--- config.mk ---
export PLATFORM = sky130hd
export DESIGN_NAME = imhq_pos_mem
export DESIGN_NICKNAME = d
export VERILOG_FILES = /design/src/rtl/imhq_pkg.sv /design/src/rtl/imhq_pos_mem.sv
export SDC_FILE = /design/constraint.sdc
export NUM_CORES = 2
export LEC_CHECK = 0
export ABC_AREA = 1
export ABC_CLOCK_PERIOD_IN_PS = 4290
export BUFFER_PORTS_ARGS = -buffer_cell sky130_fd_sc_hd__buf_4
export CORE_MARGIN = 2
export CORE_UTILIZATION = 55
export DETAILED_ROUTE_END_ITERATION = 7
export HOLD_SLACK_MARGIN = 0.06
export PLACE_DENSITY_LB_ADDON = 0.25
export SETUP_SLACK_MARGIN = 0.1
export SYNTH_ARGS = -nofsm -noshare
export SYNTH_HDL_FRONTEND = slang
export SYNTH_SLANG_ARGS = --single-unit
--- constraint.sdc ---
create_clock -name clk -period 4.29 [get_ports clk]
set_input_delay 0.2145 -clock clk [delete_from_list [all_inputs] [get_ports clk]]
set_output_delay 0.2145 -clock clk [all_outputs]
set_load 0.05 [all_outputs]
--- src/rtl/imhq_pkg.sv ---
// ----------------------------------------------------------------------------
// imhq_pkg
// Shared types and constants for the indexed min-heap priority queue.
// ----------------------------------------------------------------------------
package imhq_pkg;

  localparam int ID_BITS      = 8;
  localparam int NUM_IDS      = 256;
  localparam int IN_KEY_BITS  = 32;
  localparam int OUT_KEY_BITS = 32;
  localparam int OCC_BITS     = 9;

  typedef enum logic [1:0] {
    REQ_INSERT,
    REQ_UPDATE,
    REQ_REMOVE,
    REQ_EXTRACT
  } req_t;

  typedef enum logic [2:0] {
    STAT_OK,
    STAT_FULL,
    STAT_ABSENT,
    STAT_EMPTY,
    STAT_PRESENT
  } status_t;

  typedef enum logic [3:0] {
    S_IDLE,
    S_LOOKUP,
    S_UPD_RD,
    S_TAKE_RD,
    S_TAKE_LAST,
    S_UP_REQ,
    S_UP_CMP,
    S_DOWN_REQ,
    S_DOWN_RD1,
    S_DOWN_RD2,
    S_DOWN_CMP,
    S_PLACE,
    S_FINISH
  } state_t;

endpackage

--- src/rtl/imhq_pos_mem.sv ---
// ----------------------------------------------------------------------------
// imhq_pos_mem
// Position table from item to heap slot. A cleared valid bit reads as slot
// zero, which means the item is absent.
// ----------------------------------------------------------------------------
module imhq_pos_mem #(
  parameter int SLOT_BITS = 9
) (
  input  logic                         clk,
  input  logic                         rst,
  input  logic [imhq_pkg::ID_BITS-1:0] raddr,
  output logic [SLOT_BITS-1:0]         rdata,
  input  logic                         we,
  input  logic [imhq_pkg::ID_BITS-1:0] waddr,
  input  logic [SLOT_BITS-1:0]         wdata
);

  logic [SLOT_BITS-1:0]         slots [imhq_pkg::NUM_IDS];
  logic [imhq_pkg::NUM_IDS-1:0] valid;
  logic [SLOT_BITS-1:0]         rd_slot;
  logic                         rd_valid;

  always_ff @(posedge clk) begin
    if (we) begin
      slots[waddr] <= wdata;
    end
    rd_slot <= slots[raddr];
  end

  always_ff @(posedge clk) begin
    if (rst) begin
      valid    <= '0;
      rd_valid <= 1'b0;
    end else begin
      if (we) begin
        valid[waddr] <= (wdata != '0);
      end
      rd_valid <= valid[raddr];
    end
  end

  assign rdata = rd_valid ? rd_slot : '0;

endmodule

==> impl_results.md <==
* Status: finished with violations
* Violated checks: design-rule violations
* Ports at 37
* Layout area overhead at 10.3%
* Die X at around 440 um
* Synthesized flop and latch total at between 2000 and 3000
* Worst r2r dst: rd_slot[0]
* Core region area at 190000 um2
* Vias at between 70000 and 80000
* Comb pwr share at around 6%
* DRT antenna net count at 0
* Crit path max-delay cell type: inv_8
* Residual DRC at 3
* Die Span Y at between 400 and 500 um
* Hold Vio Cnt, Final at 0
* Reg2reg path depth at 11
* Final clock skew at 0.0548 ns
* VDD IR-drop max at 0.000268 V
* Crit path DAT at 4.03 ns
* Worst setup EP type: flop
* Warning count from the yosys run at 0
* Most frequently used cell type in the post-synthesis netlist: nand2_1
* Die area at roughly 200000 um2
* Clk buf depth at 4
* Post-synth EDFFs at 2304
* Worst slew margin at 16.0%
* Clk sinks at around 2600
* GPL Wtd Cong at 0.888
* Routed len/inst at 25.0 um
* Root buffer selected by CTS: clkbuf_16
* Avg Cell Area, Syn at about 11 um2
* Largest area contributor in the netlist: edfxtp_1
* Sw Share at 22.4%
* RSZ-0062 raised after global routing: false
* Gr ovfl total at 0
* Final wirelength at 302000 um
* Power density cells at 460 nW/um2
* Largest net degree at the start of global routing at 173
* Worst hold endpoint: valid[60]
* Clock latency on the worst-skew pair at 0.95 ns
* Slew Viols, Final at 0
* Register area share after synthesis at 70.7%
* Drt pass-1 iters at 8
* Reg2reg setup slack at 1.76 ns
* Leading post-synthesis cells by cell area: edfxtp_1 66%, nand3_1 12%, nand2_1 9.4%, dfxtp_1 5.0%, nor2_1 1.7%
* Starting Density at 55.4%
* Commonest cells post-synth: 2633 x nand2_1, 2459 x nand3_1, 2304 x edfxtp_1
* First-iteration detailed-routing DRC count at 11846
* Hold Path Depth at 7
* Vias in the first global route at 70532
* Tcrit/Tclk final at between 70% and 80%
* Final nets at 9393
* Slew @ Worst Pin at approximately 1.3 ns
* Crit-path cells: buf_8, inv_8, buf_12, buf_4, nand2_1, nand3_1, nand3_1, nand3_1, nand3_1, nand3_1, nand3_1, nand2_1, nand2_1, nand2_1, dlygate4sd3_1
* Fraction of final layout cells with drive strength greater than 1 at 6.43%
* Worst Path Max Fanout at 97
* Fmax at 318 MHz
* Cells after synthesis at 9557
* Post-synth cell types at 19
* Final setup TNS at 0 ns
* GR Util All Layers at 30.4%
* Hold crit path type: in2reg
* Max-cap viol count at 0
* Cts bufs inserted at about 280
* H-tree levels at 5
* # rows at 160
* Crit path required time at about 5.2 ns
* Critical path start-end classification: in2reg
* First-pass GRT wire length at 450000 um
* CTS tree: built
* Most used cell, CP: nand3_1
* Finish-stage setup viols at 0
* RR Startpoint: slots[119][0]
* Postcts setup bufs at 0
* DP HPWL at between 150000 and 200000 um
* Minimum hold slack at 0.174 ns
* Synthesized Nets at 9585
* Worst Min Path Start: waddr[6]
* Routed vias/inst at approximately 6.2
* P_leak at just over 40 nW
* Worst path max stage delay at roughly 0.70 ns
* Sequential share of power at between 50% and 60%
* Clock share of power at 42.8%
* Initial antenna violation count at 6
* Fin crit period at 3.14 ns
* P_int at around 42 mW
* Clock transition at path regs at 0.06 ns
* Psw at roughly 12 mW
* IO buf count at 36
* Ys flop type: edfxtp_1
* Crit path launch type: primary input
* Area share of the largest cell type after synthesis at between 60 and 70%
* Worst setup path startpoint: raddr[0]
* Mapped Area at 105000 um2
* Post-synth ARST share at 0%
cell type report:
class                   count  area (um2)
fillers                 14641       74100
clock buffers             382        7710
multi-input cells        6182       27100
inverters                  89         368
flip-flops and latches   2570       74500
well taps                2511        3140
clock inverters            94         861
repair buffers            245        2670
diodes                      5        12.5
placed cells by master, fill, tap and decap left out:
cell           netlist  layout
clkinv_2             0      36
o22ai_1             11      11
clkbuf_16            0     285
buf_12               0      55
nand3_4              0       1
dfxtp_1            266     266
bufinv_16            0      16
nand3_1           2459    2458
inv_1               84      66
buf_4               30     159
inv_2                3      16
nand2_1           2633    2633
clkinv_1             2      36
diode_2              0       5
nor3_1             164     164
nor2_1             487     487
o21ai_0            305     305
edfxtp_1          2304    2304
clkbuf_1           255      76
clkinv_8             0       1
clkinv_4             0       1
a21oi_1            122     122
nor4_1               1       1
buf_8                3      12
inv_8                0       3
clkinvlp_4           0       3
buf_6               46       1
dlygate4sd3_1        0      18
inv_6                0       5
clkbuf_8             0      21
worst max-delay path by stage:
stage,to,slack [ns],cells past startpoint
final,rd_slot[0],1.15,15
after CTS,rd_slot[0],1.29,15
after floorplan,slots[92][0],2.68,6
after global placement,rd_slot[3],0.82,14
after global routing,rd_slot[0],1.05,15
after detailed placement,rd_slot[0],0.82,14
power groups by stage:
stage | Combinational, mW | Clock (mW) | Sequential [mW]
2_1_floorplan | 1.76 | 0 | 27.8
3_3_place_gp | 3.10 | 0 | 27.9
3_5_place_dp | 3.14 | 0 | 27.9
4_1_cts | 3.17 | 23.0 | 27.3
5_1_grt | 3.44 | 24.0 | 27.3
6_report | 3.24 | 22.9 | 27.3
what timing repair did:
action                                  in CTS  in global routing
gates resized for setup                      0                  0
endpoints found under the setup margin       0                  0
hold buffers                                18                  0
endpoints found under the hold margin      733                  0
per-layer routing:
metal	GRT usage (%)	share of wire, %	vias up
li1	-	-	33270
met2	46.5	46	4593
met3	5.51	11	772
met5	0	0.010	-
met4	15.2	5.2	4
met1	42.2	38	36476
flip-flops by register name, summed over array words and instances (netlist names):
signal	flops
rd_valid	1
valid	256
rd_slot	9
slots	2304
per-stage QoR:
| stage | setup WS [ns] | util, % | area [um2] | power, mW | cells |
|---|---|---|---|---|---|
| after floorplan | 2.68 | - | 105000 | 29.6 | 9557 |
| after global placement | 0.818 | 56.5 | 108000 | 31.0 | 11579 |
| after detailed placement | 0.818 | 56.5 | 108000 | 31.0 | 11579 |
| after CTS | 1.29 | 61.1 | 116000 | 53.5 | 12073 |
| after global routing | 1.05 | 61.1 | 116000 | 54.8 | 12074 |
| final | 1.15 | 61.1 | 116000 | 53.5 | 12078 |
logic make-up (layout without fill, tap and decap cells):
group | Yosys count | in the layout | synth area share [%]
AND/OR/NAND/NOR | 5744 | 5744 | 23.6
buffers and inverters | 805 | 810 | 3.69
AO/OA/AOI/OAI | 438 | 438 | 2.09
other | 0 | 5 | 0
flip-flops | 2570 | 2570 | 70.7
worst max-delay path: cells and delay by family:
kind | cells | cell delay (ns)
buffers and inverters | 5 | 2.11
and+or+nand+nor | 10 | 1.48
Power figures use the tool's default switching activity.
